===== src/hdl/utf8_ascii_fold_core_assert.svh =====
// Assertion macros shared by the UTF-8 folder RTL.
// Depends on nothing; included by the modules that check their own logic.
`ifndef UTF8_ASCII_FOLD_CORE_ASSERT_SVH
`define UTF8_ASCII_FOLD_CORE_ASSERT_SVH

// Same-cycle implication, checked while reset is low.
`define UAF_ASSERT_NOW(lbl, clk, rst, ante, cons) \
  lbl: assert property (@(posedge clk) disable iff (rst) (ante) |-> (cons)) \
    else $error("uaf assertion failed");

// Next-cycle implication, checked while reset is low.
`define UAF_ASSERT_NEXT(lbl, clk, rst, ante, cons) \
  lbl: assert property (@(posedge clk) disable iff (rst) (ante) |=> (cons)) \
    else $error("uaf assertion failed");

`endif


===== src/hdl/uaf_pkg.sv =====
// Package for the UTF-8 to ASCII folder: result type, reset constant and fold table.
// Depends on nothing; used by every module of the block.
`timescale 1ns / 1ps

package uaf_pkg;

  localparam logic [15:0] MAX_CHARS_RESET = 16'd255;

  typedef struct packed {
    logic        valid;
    logic [6:0]  ch;
    logic        eos;
    logic [15:0] count;
  } uaf_result_t;

  function automatic logic [6:0] fold_point(input logic [20:0] cp);
    logic [6:0] c;
    c = 7'h00;
    if (cp < 21'h80) begin
      c = cp[6:0];
    end else if (cp inside {[21'hE0:21'hE5]}) begin
      c = 7'h61;
    end else if (cp inside {[21'hE8:21'hEB]}) begin
      c = 7'h65;
    end else if (cp inside {[21'hEC:21'hEF]}) begin
      c = 7'h69;
    end else if (cp inside {[21'hF2:21'hF6]}) begin
      c = 7'h6F;
    end else if (cp inside {[21'hF9:21'hFC]}) begin
      c = 7'h75;
    end else if (cp inside {21'hFD, 21'hFF}) begin
      c = 7'h79;
    end else if (cp == 21'hE7) begin
      c = 7'h63;
    end else if (cp == 21'hF1) begin
      c = 7'h6E;
    end else if (cp inside {[21'hC0:21'hC5]}) begin
      c = 7'h41;
    end else if (cp inside {[21'hC8:21'hCB]}) begin
      c = 7'h45;
    end else if (cp inside {[21'hCC:21'hCF]}) begin
      c = 7'h49;
    end else if (cp inside {[21'hD2:21'hD6]}) begin
      c = 7'h4F;
    end else if (cp inside {[21'hD9:21'hDC]}) begin
      c = 7'h55;
    end else if (cp == 21'hDD) begin
      c = 7'h59;
    end else if (cp == 21'hC7) begin
      c = 7'h43;
    end else if (cp == 21'hD1) begin
      c = 7'h4E;
    end else if (cp inside {[21'h2018:21'h201A]}) begin
      c = 7'h27;
    end else if (cp inside {[21'h201C:21'h201E]}) begin
      c = 7'h22;
    end else if (cp inside {21'h2013, 21'h2014, 21'h2212}) begin
      c = 7'h2D;
    end else if (cp == 21'h2026) begin
      c = 7'h2E;
    end else if (cp == 21'h00A0) begin
      c = 7'h20;
    end
    return c;
  endfunction

endpackage


===== src/hdl/uaf_decode.sv =====
// Sequence decoder with running string state, output limit and fold to ASCII.
// Depends on uaf_pkg and the assertion macro header.
`timescale 1ns / 1ps
`include "utf8_ascii_fold_core_assert.svh"

module uaf_decode
  import uaf_pkg::*;
(
  input  logic        clk,
  input  logic        rst,
  input  logic        fire,
  input  logic [7:0]  in_byte,
  input  logic [15:0] max_chars,
  output uaf_result_t res
);

  logic [1:0]  bytes_pending, bytes_pending_next;
  logic [20:0] partial_point, partial_point_next;
  logic [15:0] written_count, written_count_next;
  logic        silenced, silenced_next;

  logic        try_deliver;
  logic [20:0] cand_point;
  logic [6:0]  folded;
  logic [20:0] shifted;
  logic [1:0]  pending_less;

  assign shifted      = {partial_point[14:0], in_byte[5:0]};
  assign pending_less = bytes_pending - 2'd1;
  assign folded       = fold_point(cand_point);

  always_comb begin
    bytes_pending_next = bytes_pending;
    partial_point_next = partial_point;
    written_count_next = written_count;
    silenced_next      = silenced;
    try_deliver        = 1'b0;
    cand_point         = {13'd0, in_byte};
    res                = '0;

    if (in_byte == 8'h00) begin
      res.valid          = 1'b1;
      res.eos            = 1'b1;
      res.count          = written_count;
      bytes_pending_next = 2'd0;
      partial_point_next = 21'd0;
      written_count_next = 16'd0;
      silenced_next      = 1'b0;
    end else if (bytes_pending != 2'd0 && in_byte[7:6] == 2'b10) begin
      partial_point_next = shifted;
      bytes_pending_next = pending_less;
      cand_point         = shifted;
      try_deliver        = (pending_less == 2'd0);
    end else begin
      bytes_pending_next = 2'd0;
      partial_point_next = 21'd0;
      if (!in_byte[7]) begin
        try_deliver = 1'b1;
      end else if (in_byte[7:5] == 3'b110) begin
        bytes_pending_next = 2'd1;
        partial_point_next = {16'd0, in_byte[4:0]};
      end else if (in_byte[7:4] == 4'b1110) begin
        bytes_pending_next = 2'd2;
        partial_point_next = {17'd0, in_byte[3:0]};
      end else if (in_byte[7:3] == 5'b11110) begin
        bytes_pending_next = 2'd3;
        partial_point_next = {18'd0, in_byte[2:0]};
      end
    end

    if (try_deliver && !silenced) begin
      if (written_count >= max_chars || cand_point == 21'd0) begin
        silenced_next = 1'b1;
      end else if (folded != 7'h00) begin
        written_count_next = written_count + 16'd1;
        res.valid          = 1'b1;
        res.ch             = folded;
      end
    end

    if (!fire) begin
      res.valid = 1'b0;
    end
  end

  always_ff @(posedge clk) begin
    if (rst) begin
      bytes_pending <= 2'd0;
      partial_point <= 21'd0;
      written_count <= 16'd0;
      silenced      <= 1'b0;
    end else if (fire) begin
      bytes_pending <= bytes_pending_next;
      partial_point <= partial_point_next;
      written_count <= written_count_next;
      silenced      <= silenced_next;
    end
  end

  `UAF_ASSERT_NEXT(a_eos_clears, clk, rst, fire && in_byte == 8'h00,
    written_count == 16'd0 && bytes_pending == 2'd0 && !silenced)
  `UAF_ASSERT_NOW(a_silent_no_char, clk, rst, silenced && res.valid, res.eos)

endmodule


===== src/hdl/uaf_out_stage.sv =====
// Result register between the decoder and the downstream side.
// Depends on uaf_pkg for the result type.
`timescale 1ns / 1ps

module uaf_out_stage
  import uaf_pkg::*;
(
  input  logic        clk,
  input  logic        rst,
  input  uaf_result_t res,
  output logic        advance,
  output logic        dst_valid,
  input  logic        dst_stall,
  output logic [6:0]  out_char,
  output logic        end_of_string,
  output logic [15:0] char_count
);

  assign advance = !dst_valid || !dst_stall;

  always_ff @(posedge clk) begin
    if (rst) begin
      dst_valid <= 1'b0;
    end else if (advance) begin
      dst_valid <= res.valid;
    end
  end

  always_ff @(posedge clk) begin
    if (advance && res.valid) begin
      out_char      <= res.ch;
      end_of_string <= res.eos;
      char_count    <= res.count;
    end
  end

endmodule


===== src/hdl/utf8_ascii_fold_core.sv =====
// A byte is registered in the input stage, decoded combinationally, and its result is registered in the output stage.
// Throughput: one byte per cycle unless dst_stall holds a valid result in the output stage.
// A byte that yields no result still passes through the decode stage.
// Reset clears the decoder state and both valid flags, and sets max_chars to 255.
// Depends on uaf_pkg, uaf_decode, uaf_out_stage and the assertion macro header.
`timescale 1ns / 1ps
`include "utf8_ascii_fold_core_assert.svh"

module utf8_ascii_fold_core
  import uaf_pkg::*;
(
  input  logic        clk,
  input  logic        rst,
  input  logic        cfg_valid,
  output logic        cfg_ready,
  input  logic [15:0] cfg_data,
  input  logic        src_valid,
  output logic        src_stall,
  input  logic [7:0]  in_byte,
  output logic        dst_valid,
  input  logic        dst_stall,
  output logic [6:0]  out_char,
  output logic        end_of_string,
  output logic [15:0] char_count
);

  logic [15:0] max_chars;
  logic        s1_valid;
  logic [7:0]  s1_byte;
  logic        advance;
  logic        fire;
  uaf_result_t res;

  assign cfg_ready = 1'b1;
  assign fire      = s1_valid && advance;
  assign src_stall = s1_valid && !advance;

  always_ff @(posedge clk) begin
    if (rst) begin
      max_chars <= MAX_CHARS_RESET;
    end else if (cfg_valid && cfg_ready) begin
      max_chars <= cfg_data;
    end
  end

  always_ff @(posedge clk) begin
    if (rst) begin
      s1_valid <= 1'b0;
    end else if (!src_stall) begin
      s1_valid <= src_valid;
    end
  end

  always_ff @(posedge clk) begin
    if (!src_stall && src_valid) begin
      s1_byte <= in_byte;
    end
  end

  uaf_decode u_decode (
    .clk       (clk),
    .rst       (rst),
    .fire      (fire),
    .in_byte   (s1_byte),
    .max_chars (max_chars),
    .res       (res)
  );

  uaf_out_stage u_out (
    .clk           (clk),
    .rst           (rst),
    .res           (res),
    .advance       (advance),
    .dst_valid     (dst_valid),
    .dst_stall     (dst_stall),
    .out_char      (out_char),
    .end_of_string (end_of_string),
    .char_count    (char_count)
  );

  `UAF_ASSERT_NOW(a_eos_zero_char, clk, rst, dst_valid && end_of_string, out_char == 7'h00)
  `UAF_ASSERT_NOW(a_char_fields, clk, rst, dst_valid && !end_of_string,
    out_char != 7'h00 && char_count == 16'd0)
  `UAF_ASSERT_NEXT(a_held_byte_kept, clk, rst, s1_valid && src_stall,
    s1_valid && s1_byte == $past(s1_byte))

endmodule

===== config.mk =====
export PLATFORM = sky130hd
export DESIGN_NAME = utf8_ascii_fold_core
export DESIGN_NICKNAME = d
export VERILOG_FILES = /design/src/hdl/uaf_pkg.sv /design/src/hdl/uaf_decode.sv /design/src/hdl/uaf_out_stage.sv /design/src/hdl/utf8_ascii_fold_core.sv
export VERILOG_INCLUDE_DIRS = /design/src /design/src/hdl
export SDC_FILE = /design/constraint.sdc
export NUM_CORES = 1
export LEC_CHECK = 0
export ABC_AREA = 1
export ABC_CLOCK_PERIOD_IN_PS = 8350
export BUFFER_PORTS_ARGS = -buffer_cell sky130_fd_sc_hd__buf_2
export CAP_MARGIN = 20
export CELL_PAD_IN_SITES_DETAIL_PLACEMENT = 1
export CELL_PAD_IN_SITES_GLOBAL_PLACEMENT = 2
export CORE_MARGIN = 3
export CORE_UTILIZATION = 36
export CTS_CLUSTER_DIAMETER = 150
export DETAILED_ROUTE_END_ITERATION = 16
export PLACE_DENSITY_LB_ADDON = 0.1
export SLEW_MARGIN = 20
export SYNTH_ARGS = -nofsm -noshare
export SYNTH_HDL_FRONTEND = slang
export SYNTH_SLANG_ARGS = --single-unit

===== constraint.sdc =====
create_clock -name clk -period 8.35 [get_ports clk]
set_clock_uncertainty 0.05 [all_clocks]
set_input_delay 0.4175 -clock clk [delete_from_list [all_inputs] [get_ports clk]]
set_output_delay 0.4175 -clock clk [all_outputs]
set_load 0.03 [all_outputs]

==> results of run 1 <==
-- sequential cells by signal (all words and copies together), names as in the netlist --
signal,flops
s1_valid,1
u_decode.silenced,1
u_out.end_of_string,1
u_out.dst_valid,1
u_out.out_char,7
u_decode.written_count,16
s1_byte,8
u_decode.bytes_pending,2
u_out.char_count,16
u_decode.partial_point,15
max_chars,16
-- cells by family (layout without fill, tap and decap cells) --
kind of cell             Yosys count  after routing  synth area share, %
AO/OA/AOI/OAI                    110            110                10.67
XOR/XNOR                          14             14                2.245
adder cells (fa/ha/maj)           19             19                4.352
buffers and inverters            129            172                10.28
flip-flops                        84             84                36.65
other                              1              1              0.06865
AND/OR/NAND/NOR                  425            425                35.73
-- metrics by stage --
step	total power, µW	hold slack [ns]	std cells	cell area [µm²]
after floorplan	609.8	0.3811	782	5463
after global placement	656.7	0.4011	993	5801
after detailed placement	661.8	0.4067	993	5801
after CTS	1072	0.1793	1009	6106
after global routing	1115	0.1739	1009	6108
final	1059	0.1902	1009	6108
-- layer usage --
metal | part of all wire, % | up-vias | routed length [µm] | global-route usage, %
met2 | 51 | 80 | 8664 | 38.41
met4 | 3.0 | 0 | 511 | 8.338
met5 | 0 | - | 0 | 0
met1 | 43 | 2492 | 7386 | 24.90
met3 | 2.8 | 36 | 480 | 3.092
li1 | - | 2634 | - | -
-- layout by cell type, fill, tap and decap left out, types with 6 or more instances in the layout --
| cell type | instances |
|---|---|
| dfxtp_1 | 52 |
| nand2_2 | 7 |
| xor2_1 | 14 |
| nor3_1 | 18 |
| nand2_1 | 164 |
| nor2_2 | 10 |
| clkbuf_16 | 10 |
| edfxtp_1 | 32 |
| a21oi_1 | 63 |
| nand3_1 | 68 |
| ha_1 | 19 |
| o21ai_0 | 31 |
| nand4_1 | 24 |
| nor4_1 | 6 |
| buf_2 | 54 |
| nor2_1 | 111 |
| inv_1 | 96 |
-- power groups by stage --
stage               combinational (µW)  clock [µW]  sequential (µW)
finish                             185         407              467
global route                       211         434              470
global placement                   181           0              476
CTS                                187         417              468
floorplan                          131           0              479
detailed placement                 185           0              477
-- layout make-up --
class | count | area share, %
sequential | 84 | 32.77
tap | 184 | 3.769
clock inverter | 4 | 0.4506
multi-input combinational | 569 | 47.60
clock buffer | 12 | 4.547
timing repair buffer | 56 | 4.670
inverter | 100 | 6.186
-- worst min-delay path by stage --
stage                                                       from                                endpoint  slack, ns  cells after the start
after CTS                                             in_byte[0]                    s1_byte[0]$_DFFE_PP_       0.18                      1
after global routing                                  in_byte[4]                    s1_byte[4]$_DFFE_PP_       0.17                      1
after detailed placement              max_chars[11]$_SDFFE_PP0P_              max_chars[11]$_SDFFE_PP0P_       0.41                      2
after global placement                max_chars[11]$_SDFFE_PP0P_              max_chars[11]$_SDFFE_PP0P_       0.40                      2
final                                                 in_byte[4]                    s1_byte[4]$_DFFE_PP_       0.19                      1
after floorplan           u_decode.written_count[0]$_SDFFE_PP0P_  u_decode.written_count[0]$_SDFFE_PP0P_       0.38                      1
==> out/qor.txt, run 1 <==
==========================================================================================
DIE HEIGHT                                                                        129.2 µm
Commonest cells in the synthesized netlist                                    nand2_1, nor2_1, inv_1
Number of global-route vias before repair                                             5490
Post-route DRC                                                                           0
Combined flip-flop and latch cell area                                            2002 µm²
CP Class                                                                           reg2reg
CTS Buf Count                                                                            9
Dominant cells by area after synthesis                                        dfxtp_1, edfxtp_1, nand2_1, nor2_1, inv_1
Final number of hold-violating endpoints                                                 0
Path type of the worst min-delay path                                               in2reg
Total of max-cap violations                                                              0
Critical path, cell by cell                                                   inv_1 -> ha_1 -> inv_2 -> nand2_2 -> nor2_2 -> nand2_1 -> nand3_2 -> nor2_8 -> nand2_8 -> inv_4 -> o21ai_0 -> nand2_1 -> nand2_2 -> nand2_2 -> nor2_2 -> nand3_1 -> nor2_1 -> nor2_1 -> nor2_2 -> nand3_4 -> nand3_1 -> nand2_2
Int Power                                                                         740.2 µW
Tmin final                                                                        4.571 ns
Count of buffers from port buffering                                                    54
Worst Slack Setup Final                                                           3.779 ns
Horizontal extent of the die                                                      129.2 µm
Switching power as a share of total power                                           30.10%
Kind of start point of the critical path                                          register
All-Layer GR Usage                                                                  21.11%
H-Tree Level Count                                                                       3
Critical Path Max Stage Delay                                                      0.51 ns
Clock Power Share                                                                    38.5%
Termination of the worst setup path                                           u_out.out_char[3]$_SDFFCE_PP0P_
Layout Area Growth over Synthesis                                                   11.82%
Count of final setup violators                                                           0
Post-CTS Setup Repair Bufs                                                               0
Transition at the pin with the smallest max-transition slack                     0.7438 ns
VDD IR max                                                                      0.09615 mV
Post-CTS sizing                                                                          0
Global-route wire length before repair                                            27.67 mm
Mapped Nets                                                                            830
Syn Std Cell Area                                                                 5463 µm²
Final TNS setup                                                                       0 ns
Sequential Power Share                                                               44.1%
Number of top-level design ports                                                        56
Logic depth of the worst setup path including buffers                                   22
Outcome                                                                       complete, no violations
CTS Hold Buffers Added                                                                   0
Largest net degree at the start of global routing                                       39
Cell type with the largest total area after synthesis                              dfxtp_1
Cell at the root of the clock tree                                               clkbuf_16
Per-instance average area after synthesis                                        6.986 µm²
Worst reg2reg path startpoint                                                 u_decode.bytes_pending[0]$_SDFFE_PP0P_
Synth top area share                                                                19.06%
Number of vias per cell after detailed routing                                       5.195
End of the worst register-to-register path                                    u_out.out_char[3]$_SDFFCE_PP0P_
Number of antenna violations at the first check in global routing                        0
CP Max Fanout                                                                           25
Layout cells sized above 1                                                          13.45%
Die outline area                                                                 16690 µm²
Kind of end point of the critical path                                            register
Gp weighted congestion                                                              0.9417
Most numerous cell in the Yosys netlist                                            nand2_1
Average detailed-routed wire length per instance                                  16.89 µm
Initial core utilization                                                            37.16%
Combined area of the multi-input logic cells                                      2908 µm²
Proportion of synthesized flip-flops having asynchronous set or reset                   0%
Setup repair after global routing missed its margin                                  false
Residual antenna-violating net count after detailed routing                              0
Fill cell total of the finished layout                                                1928
Vias after detailed routing                                                           5242
Core area                                                                        14700 µm²
Synth warn                                                                               0
Gate power share                                                                     17.4%
Global route overflow                                                                    0
Clock latency at the later pin of the worst-skew pair                              0.35 ns
Clock edge transition at the registers on the reported setup and hold paths        0.07 ns
DRC violation total after the first TritonRoute iteration                              249
Worst path bufs/invs                                                                     3
Largest delay contributor family on the critical path                         simple AND/OR/NAND/NOR gates
Worst R2R Path Depth                                                                    22
Post-Place Worst Slack                                                            3.339 ns
TritonCTS clock tree                                                                  done
Cell variety after synth                                                                40
Timing-limited maximum frequency                                                0.2188 GHz
CP Launch Point                                                               u_decode.bytes_pending[0]$_SDFFE_PP0P_
Number of diodes                                                                         0
Seq/Total Area, Yosys                                                               36.65%
Most Frequent Cell on Critical Path                                                nand2_2
Number of standard cells after synthesis                                               782
Worst path required time                                                           8.26 ns
Row cnt                                                                                 44
Final Routed Wirelength                                                           17.04 mm
Power density over cell area                                                  173.3 nW/µm²
Relative max-transition margin                                                      50.41%
Crit path max-delay cell type                                                       nor2_2
Number of enable flip-flop cells after synthesis                                        32
Register bit count reported by yosys                                                    84
Finished Core Util                                                                  41.56%
Iteration count of the initial detailed-routing pass                                     4
Register-to-Register Setup Slack                                                   3.78 ns
Switching power summed over all nets                                              318.7 µW
HPWL after detailed placement                                                     13.34 mm
TritonCTS Sinks                                                                         84
Buffers from clock root to sink, at most                                                 2
Static leakage power                                                           0.002788 µW
Max-slew violation total from the final report                                           0
Main synth FF type                                                                 dfxtp_1
Data arrival time of the critical path                                             4.48 ns
Total number of nets in the final design                                               868
Final clock period utilization by the worst path                                    54.75%
==========================================================================================
(Power assumes the default switching activity.)
==> run 2, diff against run 1 <==
--- a/config.mk
+++ b/config.mk
@@ -7,13 +7,13 @@
 export NUM_CORES = 1
 export LEC_CHECK = 0
 export ABC_AREA = 1
-export ABC_CLOCK_PERIOD_IN_PS = 8350
+export ABC_CLOCK_PERIOD_IN_PS = 3900
 export BUFFER_PORTS_ARGS = -buffer_cell sky130_fd_sc_hd__buf_2
 export CAP_MARGIN = 20
 export CELL_PAD_IN_SITES_DETAIL_PLACEMENT = 1
 export CELL_PAD_IN_SITES_GLOBAL_PLACEMENT = 2
 export CORE_MARGIN = 3
-export CORE_UTILIZATION = 36
+export CORE_UTILIZATION = 30
 export CTS_CLUSTER_DIAMETER = 150
 export DETAILED_ROUTE_END_ITERATION = 16
 export PLACE_DENSITY_LB_ADDON = 0.1
==> constraint.sdc (replaced) <==
create_clock -name clk -period 3.9 [get_ports clk]
set_clock_uncertainty 0.05 [all_clocks]
set_input_delay 0.195 -clock clk [delete_from_list [all_inputs] [get_ports clk]]
set_output_delay 0.195 -clock clk [all_outputs]
set_load 0.03 [all_outputs]
==> run 2 against run 1 <==
Effect of this change: clock-buffer cell count stayed put; critical path depth stayed put; non-clock buffer count is 16 higher; highest routed layer unchanged; total power increased by 110%; critical endpoint is now u_out.char_count[9]$_SDFFCE_PN0P_; sequential share of layout area down 0.94 points; clock power up 93%; global-route usage shrank 2.6 points.
==> out/qor.txt, run 2 (synthesis results as in run 1) <==
==========================================================================================
Outcome                                                                       complete, no violations
Crit path max-delay cell type                                                      dfxtp_1
Critical path, cell by cell                                                   inv_1 -> ha_1 -> inv_2 -> nand2_2 -> nor2_4 -> buf_4 -> o21ai_2 -> nand3_2 -> nor2_2 -> nand2_8 -> o21ai_1 -> nand3_1 -> nand2_2 -> nor2_2 -> nand3_1 -> nor2_1 -> nor2_2 -> nor2_4 -> nand3_4 -> nand3_1 -> nand2_1 -> buf_12
Horizontal extent of the die                                                      140.9 µm   +9.1%
DRC violation total after the first TritonRoute iteration                              218   -12%
Kind of end point of the critical path                                            register
DIE HEIGHT                                                                        140.9 µm   +9.1%
Transition at the pin with the smallest max-transition slack                     0.7939 ns   +0.05009 ns
Combined area of the multi-input logic cells                                      2925 µm²   +0.60%
Combined flip-flop and latch cell area                                            2002 µm²   unchanged
TritonCTS Sinks                                                                         84   unchanged
Initial core utilization                                                            31.15%   -6.0 points
Number of top-level design ports                                                        56   unchanged
Leading cell types in the layout, fill and taps excluded                      nand2_1, nor2_1, inv_1
Iteration count of the initial detailed-routing pass                                     4   unchanged
Count of buffers from port buffering                                                    54   unchanged
Path type of the worst min-delay path                                               in2reg
Clock edge transition at the registers on the reported setup and hold paths        0.07 ns   about the same
Gate power share                                                                     19.0%   +1.6 points
Post-route DRC                                                                           0   unchanged
Max-slew violation total from the final report                                           0   unchanged
Final Routed Wirelength                                                           17.92 mm   +5.2%
Number of standard cells in the layout, taps in and fillers out                       1066   +5.6%
Die outline area                                                                 19860 µm²   +19%
CP Max Fanout                                                                           25   unchanged
Residual antenna-violating net count after detailed routing                              0   unchanged
Gp weighted congestion                                                              0.9777   +3.8%
Switching power as a share of total power                                           30.69%   +0.59 points
All-Layer GR Usage                                                                  18.53%   -2.6 points
Timing-limited maximum frequency                                                0.2842 GHz   +30%
Power density over cell area                                                  350.6 nW/µm²   +100%
HPWL after detailed placement                                                     14.12 mm   +5.9%
Int Power                                                                          1528 µW   +110%
Most common cell after layout, fill and taps aside                                 nand2_1
Sequential Power Share                                                               45.4%   +1.3 points
Largest net degree at the start of global routing                                       40   +2.6%
Row cnt                                                                                 48   +9.1%
Buffers from clock root to sink, at most                                                 2   unchanged
Layout cells sized above 1                                                          13.79%   +0.34 points
Number of antenna violations at the first check in global routing                        0   unchanged
Vias after detailed routing                                                           5312   +1.3%
CP Class                                                                           reg2reg
Number of global-route vias before repair                                             5650   +2.9%
TritonCTS clock tree                                                                  done
Tmin final                                                                        3.519 ns   -1.053 ns
Clock Power Share                                                                    35.7%   -2.8 points
CTS Buf Count                                                                            9   unchanged
Finished Core Util                                                                  35.86%   -5.7 points
Setup repair after global routing missed its margin                                  false
Global-route wire length before repair                                            29.33 mm   +6.0%
Core area                                                                        17540 µm²   +19%
Global route overflow                                                                    0   unchanged
Layout Area Growth over Synthesis                                                   15.12%
Clock latency at the later pin of the worst-skew pair                              0.33 ns   -0.02 ns
Total of max-cap violations                                                              0   unchanged
Count of final setup violators                                                           0   unchanged
Number of vias per cell after detailed routing                                       4.983   -4.1%
Cell at the root of the clock tree                                               clkbuf_16
Largest delay contributor family on the critical path                         simple AND/OR/NAND/NOR gates
Biggest registers after layout                                                max_chars: 16 flops, u_decode.written_count: 16 flops, u_out.char_count: 16 flops
Final clock period utilization by the worst path                                    90.22%   +35 points
Worst path required time                                                           3.89 ns   -4.37 ns
Worst path bufs/invs                                                                     4   +1
Kind of start point of the critical path                                          register
Final number of hold-violating endpoints                                                 0   unchanged
VDD IR max                                                                       0.1954 mV   +100%
Critical Path Max Stage Delay                                                      0.32 ns   -0.19 ns
Static leakage power                                                           0.002842 µW   +2.0%
Relative max-transition margin                                                      47.07%   -3.3 points
Number of diodes                                                                         0   unchanged
Total number of nets in the final design                                               884   +1.8%
Data arrival time of the critical path                                             3.51 ns   -0.97 ns
Final TNS setup                                                                       0 ns   unchanged
Switching power summed over all nets                                              676.6 µW   +110%
Fill cell total of the finished layout                                                2247   +17%
Number of instances in the placed design                                              1042   +4.9%
H-Tree Level Count                                                                       3   unchanged
Average detailed-routed wire length per instance                                  16.81 µm   -0.46%
==========================================================================================
[run 2: cell type report]
class | instances | share of cell area, %
Multi-Input combinational cell | 569 | 46.52
Sequential cell | 84 | 31.83
Timing Repair Buffer | 72 | 6.964
Inverter | 100 | 6.009
Tap cell | 225 | 4.477
Clock buffer | 12 | 3.760
Clock inverter | 4 | 0.4377
[run 2: per-layer routing]
metal	up-vias	global-route usage [%]	wire length, µm
li1	2668	-	-
met1	2550	20.76	7513
met2	77	36.64	9696
met3	17	2.680	473
met4	0	4.029	238
met5	-	0	0
[run 2: stage by stage]
step	cell area, µm²	hold WS (ns)	setup WS (ns)	power [µW]
finish	6289	0.02771	0.3814	2205
global route	6289	0.05031	0.007823	2328
CTS	6269	0.01798	0.2224	2235
detailed placement	5924	0.3240	0.2389	1435
global placement	5924	0.3216	0.3235	1428
floorplan	5463	0.2439	0.5022	1306
[run 2: path summary, 6_finish.rpt]
kind | startpoint | to | slack, ns | cells past startpoint
worst max-delay path | u_decode.bytes_pending[0]$_SDFFE_PP0P_ | u_out.char_count[9]$_SDFFCE_PN0P_ | 0.38 | 22
worst min-delay path | cfg_data[5] | max_chars[5]$_SDFFE_PP1P_ | 0.03 | 3
worst max register to register | u_decode.bytes_pending[0]$_SDFFE_PP0P_ | u_out.char_count[9]$_SDFFCE_PN0P_ | 0.38 | 22
worst min register to register | u_decode.written_count[0]$_SDFFE_PP0P_ | u_decode.written_count[0]$_SDFFE_PP0P_ | 0.42 | 1
[run 2: power by group through the flow]
| stage | logic [µW] | clock network [µW] | registers (µW) |
|---|---|---|---|
| floorplan | 280 | 0 | 1030 |
| global placement | 407 | 0 | 1020 |
| detailed placement | 414 | 0 | 1020 |
| CTS | 422 | 811 | 1000 |
| global route | 478 | 844 | 1010 |
| finish | 418 | 786 | 1000 |
[run 2: repair_timing]
item | 4_1_cts | 5_1_grt
resized for setup | 0 | 4
buffers inserted | 0 | 0
hold endpoints to repair | 8 | 0
hold buffers | 8 | 0
setup endpoints to repair | 0 | 46
[run 2: worst register-to-register path, cell delays in order (launching register included)]
cell,delay (ns)
dfxtp_1,0.32
inv_1,0.08
ha_1,0.19
inv_2,0.07
nand2_2,0.08
nor2_4,0.06
buf_4,0.19
o21ai_2,0.12
nand3_2,0.12
nor2_2,0.22
nand2_8,0.12
o21ai_1,0.27
nand3_1,0.22
nand2_2,0.14
nor2_2,0.05
nand3_1,0.11
nor2_1,0.10
nor2_2,0.13
nor2_4,0.06
nand3_4,0.08
nand3_1,0.11
nand2_1,0.16
buf_12,0.20
==> run 3, diff against run 2 <==
--- a/config.mk
+++ b/config.mk
@@ -8,7 +8,7 @@
 export LEC_CHECK = 0
 export ABC_AREA = 1
 export ABC_CLOCK_PERIOD_IN_PS = 3900
-export BUFFER_PORTS_ARGS = -buffer_cell sky130_fd_sc_hd__buf_2
+export BUFFER_PORTS_ARGS = -buffer_cell sky130_fd_sc_hd__buf_4
 export CAP_MARGIN = 20
 export CELL_PAD_IN_SITES_DETAIL_PLACEMENT = 1
 export CELL_PAD_IN_SITES_GLOBAL_PLACEMENT = 2
@@ -20,4 +20,5 @@
 export SLEW_MARGIN = 20
 export SYNTH_ARGS = -nofsm -noshare
 export SYNTH_HDL_FRONTEND = slang
+export SYNTH_HIERARCHICAL = 1
 export SYNTH_SLANG_ARGS = --single-unit
==> run 3 against run 2 <==
Effect of this change: critical path depth is 2 higher; via count is 8.1% higher; die area is 4.4% higher; worst setup slack worse by 0.14 ns; non-clock buffer count is 11 higher; total power is 6.5% higher; sequential share of layout area is 2.5 points lower; hold slack worse by 0.011 ns; area after synthesis is 4.6% higher; maximum frequency is 3.9% lower; critical endpoint is now u_out/out_char[4]$_DFFE_PP_.
==> out/qor.txt, run 3 <==
==========================================================================================
Horizontal extent of the die                                                      144.0 µm   +2.2%
Mapped Nets                                                                            884   +6.5%
Timing-limited maximum frequency                                                0.2731 GHz   -3.9%
Seq/Total Area, Yosys                                                               35.02%   -1.6 points
Register bit count reported by yosys                                                    84   unchanged
Global-route wire length before repair                                            31.51 mm   +7.4%
Largest net degree at the start of global routing                                       40   unchanged
Final Routed Wirelength                                                           19.48 mm   +8.7%
Number of standard cells in the layout, taps in and fillers out                       1134   +6.4%
Post-route DRC                                                                           0   unchanged
Dominant cells by area after synthesis                                        dfxtp_1, edfxtp_1, nand2_1, nor2_1, inv_1
Worst path required time                                                           3.90 ns   about the same
Tmin final                                                                        3.661 ns   +0.1426 ns
Most Frequent Cell on Critical Path                                                nand2_1
Number of vias per cell after detailed routing                                       5.062   +1.6%
Global Route met2 Usage                                                             30.23%   -6.4 points
Residual antenna-violating net count after detailed routing                              0   unchanged
Average detailed-routed wire length per instance                                  17.18 µm   +2.2%
Vias after detailed routing                                                           5740   +8.1%
Crit path max-delay cell type                                                      dfxtp_1
Sequential Power Share                                                               42.8%   -2.6 points
Clock edge transition at the registers on the reported setup and hold paths        0.07 ns   about the same
Fill cell total of the finished layout                                                2370   +5.5%
Synth warn                                                                               6   +6
Per-instance average area after synthesis                                        6.838 µm²   -2.1%
Finished Core Util                                                                  37.19%   +1.3 points
Count of final setup violators                                                           0   unchanged
Number of top-level design ports                                                        56   unchanged
Data arrival time of the critical path                                             3.66 ns   +0.15 ns
Most numerous cell in the Yosys netlist                                            nand2_1
Int Power                                                                          1597 µW   +4.5%
Max-slew violation total from the final report                                           0   unchanged
Number of antenna violations at the first check in global routing                        0   unchanged
Clock latency at the later pin of the worst-skew pair                              0.36 ns   +0.03 ns
Layout cells sized above 1                                                          14.70%   +0.90 points
Met3 demand-to-capacity share in global routing                                     2.943%   +0.26 points
Outcome                                                                       complete, no violations
Kind of start point of the critical path                                          register
TritonCTS Sinks                                                                         84   unchanged
CP Class                                                                           reg2reg
CP Max Fanout                                                                           26   +4.0%
Switching power summed over all nets                                              749.8 µW   +11%
Cell at the root of the clock tree                                               clkbuf_16
GR met1 Demand/Resource                                                             28.78%   +8.0 points
HPWL after detailed placement                                                     15.07 mm   +6.7%
Leading cell types in the layout, fill and taps excluded                      nand2_1, nor2_1, inv_1
Path type of the worst min-delay path                                               in2reg
Buffers from clock root to sink, at most                                                 2   unchanged
CTS Buf Count                                                                            9   unchanged
Cell variety after synth                                                                48   +20%
Count of buffers from port buffering                                                    54   unchanged
Global route overflow                                                                    0   unchanged
Most common cell after layout, fill and taps aside                                 nand2_1
Transition at the pin with the smallest max-transition slack                      1.005 ns   +0.2115 ns
Number of instances in the placed design                                              1103   +5.9%
Kind of end point of the critical path                                            register
Switching power as a share of total power                                           31.95%   +1.3 points
Number of global-route vias before repair                                             5849   +3.5%
Static leakage power                                                           0.003014 µW   +6.0%
WHS                                                                             0.01702 ns   -0.01069 ns
Biggest registers after layout                                                max_chars: 16 flops, u_decode/written_count: 16 flops, u_out/char_count: 16 flops
Total power                                                                        2347 µW   +6.5%
VDD IR max                                                                       0.2038 mV   +4.3%
All-Layer GR Usage                                                                  19.49%   +0.96 points
Final TNS setup                                                                       0 ns   unchanged
Syn Std Cell Area                                                                 5717 µm²   +4.6%
Cell type with the largest total area after synthesis                              dfxtp_1
Number of enable flip-flop cells after synthesis                                        32   unchanged
H-Tree Level Count                                                                       3   unchanged
Total of max-cap violations                                                              0   unchanged
Relative max-transition margin                                                      32.73%   -14 points
Setup repair after global routing missed its margin                                  false
Synth top area share                                                                18.21%   -0.85 points
Commonest cells in the synthesized netlist                                    nand2_1, nor2_1, inv_1
DIE HEIGHT                                                                        144.0 µm   +2.2%
Die outline area                                                                 20750 µm²   +4.4%
Number of diodes                                                                         0   unchanged
Clock Power Share                                                                    37.5%   +1.8 points
Iteration count of the initial detailed-routing pass                                     5   +1
Initial core utilization                                                            31.19%   +0.035 points
Final number of hold-violating endpoints                                                 0   unchanged
Power density over cell area                                                  344.3 nW/µm²   -1.8%
TritonCTS clock tree                                                                  done
Proportion of synthesized flip-flops having asynchronous set or reset                   0%   unchanged
Gp weighted congestion                                                              0.9065   -7.3%
Most heavily used metal layer in global routing                                       met2
Row cnt                                                                                 49   +2.1%
Critical path, cell by cell                                                   inv_1 -> ha_1 -> inv_2 -> nand2_4 -> nor2_4 -> buf_12 -> o21ai_1 -> nand3_1 -> nor2_1 -> nand3_1 -> nand2_1 -> nand2_1 -> nand2_1 -> clkinv_1 -> nand3_1 -> nor2_1 -> nand2_1 -> a21oi_4 -> nand3_4 -> nand3_1 -> nand2_1 -> inv_1 -> a21oi_2 -> buf_8
Main synth FF type                                                                 dfxtp_1
Gate power share                                                                     19.7%   +0.7 points
Number of standard cells after synthesis                                               836   +6.9%
Critical Path Max Stage Delay                                                      0.34 ns   +0.02 ns
DRC violation total after the first TritonRoute iteration                              295   +35%
Layout Area Growth over Synthesis                                                   19.26%
Core area                                                                        18330 µm²   +4.5%
Total number of nets in the final design                                               948   +7.2%
Final clock period utilization by the worst path                                    93.88%   +3.7 points
==========================================================================================
[run 3: cell count changes in the layout (fill, tap and decap cells not counted), sizes merged, moves of 10 or more]
cell / before / now
nor2: 126 / 158
inv: 101 / 111
nand4: 24 / 39
a21oi: 64 / 46
nand2: 175 / 195
[run 3: what timing repair did]
action                                 4_1_cts  5_1_grt
resized for setup                            0        4
setup endpoints to repair                    0       24
setup buffers                                0        1
hold buffers                                14        0
endpoints found under the hold margin       14        0
[run 3: layer usage]
layer / vias up / share of wire [%]
met5: - / 0
met2: 91 / 44
met4: 0 / 0.97
met3: 15 / 3.1
met1: 2785 / 52
li1: 2849 / -
[run 3: path summary, 6_finish.rpt]
path,from,slack (ns),cells past startpoint,end
worst max-delay path,u_decode/bytes_pending[0]$_SDFFE_PP0P_,0.24,24,u_out/out_char[4]$_DFFE_PP_
worst min-delay path,cfg_data[7],0.02,3,max_chars[7]$_SDFFE_PP1P_
worst max register to register,u_decode/bytes_pending[0]$_SDFFE_PP0P_,0.24,24,u_out/out_char[4]$_DFFE_PP_
worst min register to register,max_chars[6]$_SDFFE_PP1P_,0.42,2,max_chars[6]$_SDFFE_PP1P_
[run 3: area by class of cell]
class                           count  area [µm²]  area share [%]
Multi-Input combinational cell    612        3142           46.08
Sequential cell                    84        2002           29.36
Timing Repair Buffer               83       678.2           9.947
Inverter                          110       415.4           6.093
Tap cell                          229       286.5           4.203
Clock buffer                       10       250.2           3.670
Clock inverter                      6       43.79          0.6423
[run 3: power groups by stage]
stage | Clock, µW | Sequential, µW | Combinational, µW
final | 880 | 1010 | 461
after global routing | 937 | 1010 | 519
after CTS | 907 | 1010 | 462
after detailed placement | 0 | 1030 | 449
after global placement | 0 | 1020 | 436
after floorplan | 0 | 1030 | 291
[run 3: per-stage QoR]
stage / instance area (µm²) / worst slack [ns]
floorplan: 5720 / 0.4437
global placement: 6356 / 0.2882
detailed placement: 6356 / 0.1816
CTS: 6790 / 0.1574
global route: 6818 / 0.0004179
finish: 6818 / 0.2388
[run 3: kinds of logic (layout without fill, tap and decap cells)]
family | after synthesis | count (layout) | share of synthesized area (%)
adder cells (fa/ha/maj) | 19 | 19 | 4.158
other | 1 | 1 | 0.06560
flip-flops | 84 | 84 | 35.02
buffers and inverters | 140 | 209 | 10.35
AO/OA/AOI/OAI | 93 | 93 | 9.149
XOR/XNOR | 14 | 14 | 2.145
AND/OR/NAND/NOR | 485 | 485 | 39.11
[run 3: critical path, delay by kind of cell, from the launching register on]
kind	cells	cell delay, ns
adder cells (fa/ha/maj)	1	0.18
AO/OA/AOI/OAI	3	0.44
flip-flops	1	0.34
AND/OR/NAND/NOR	14	1.60
buffers and inverters	6	0.69
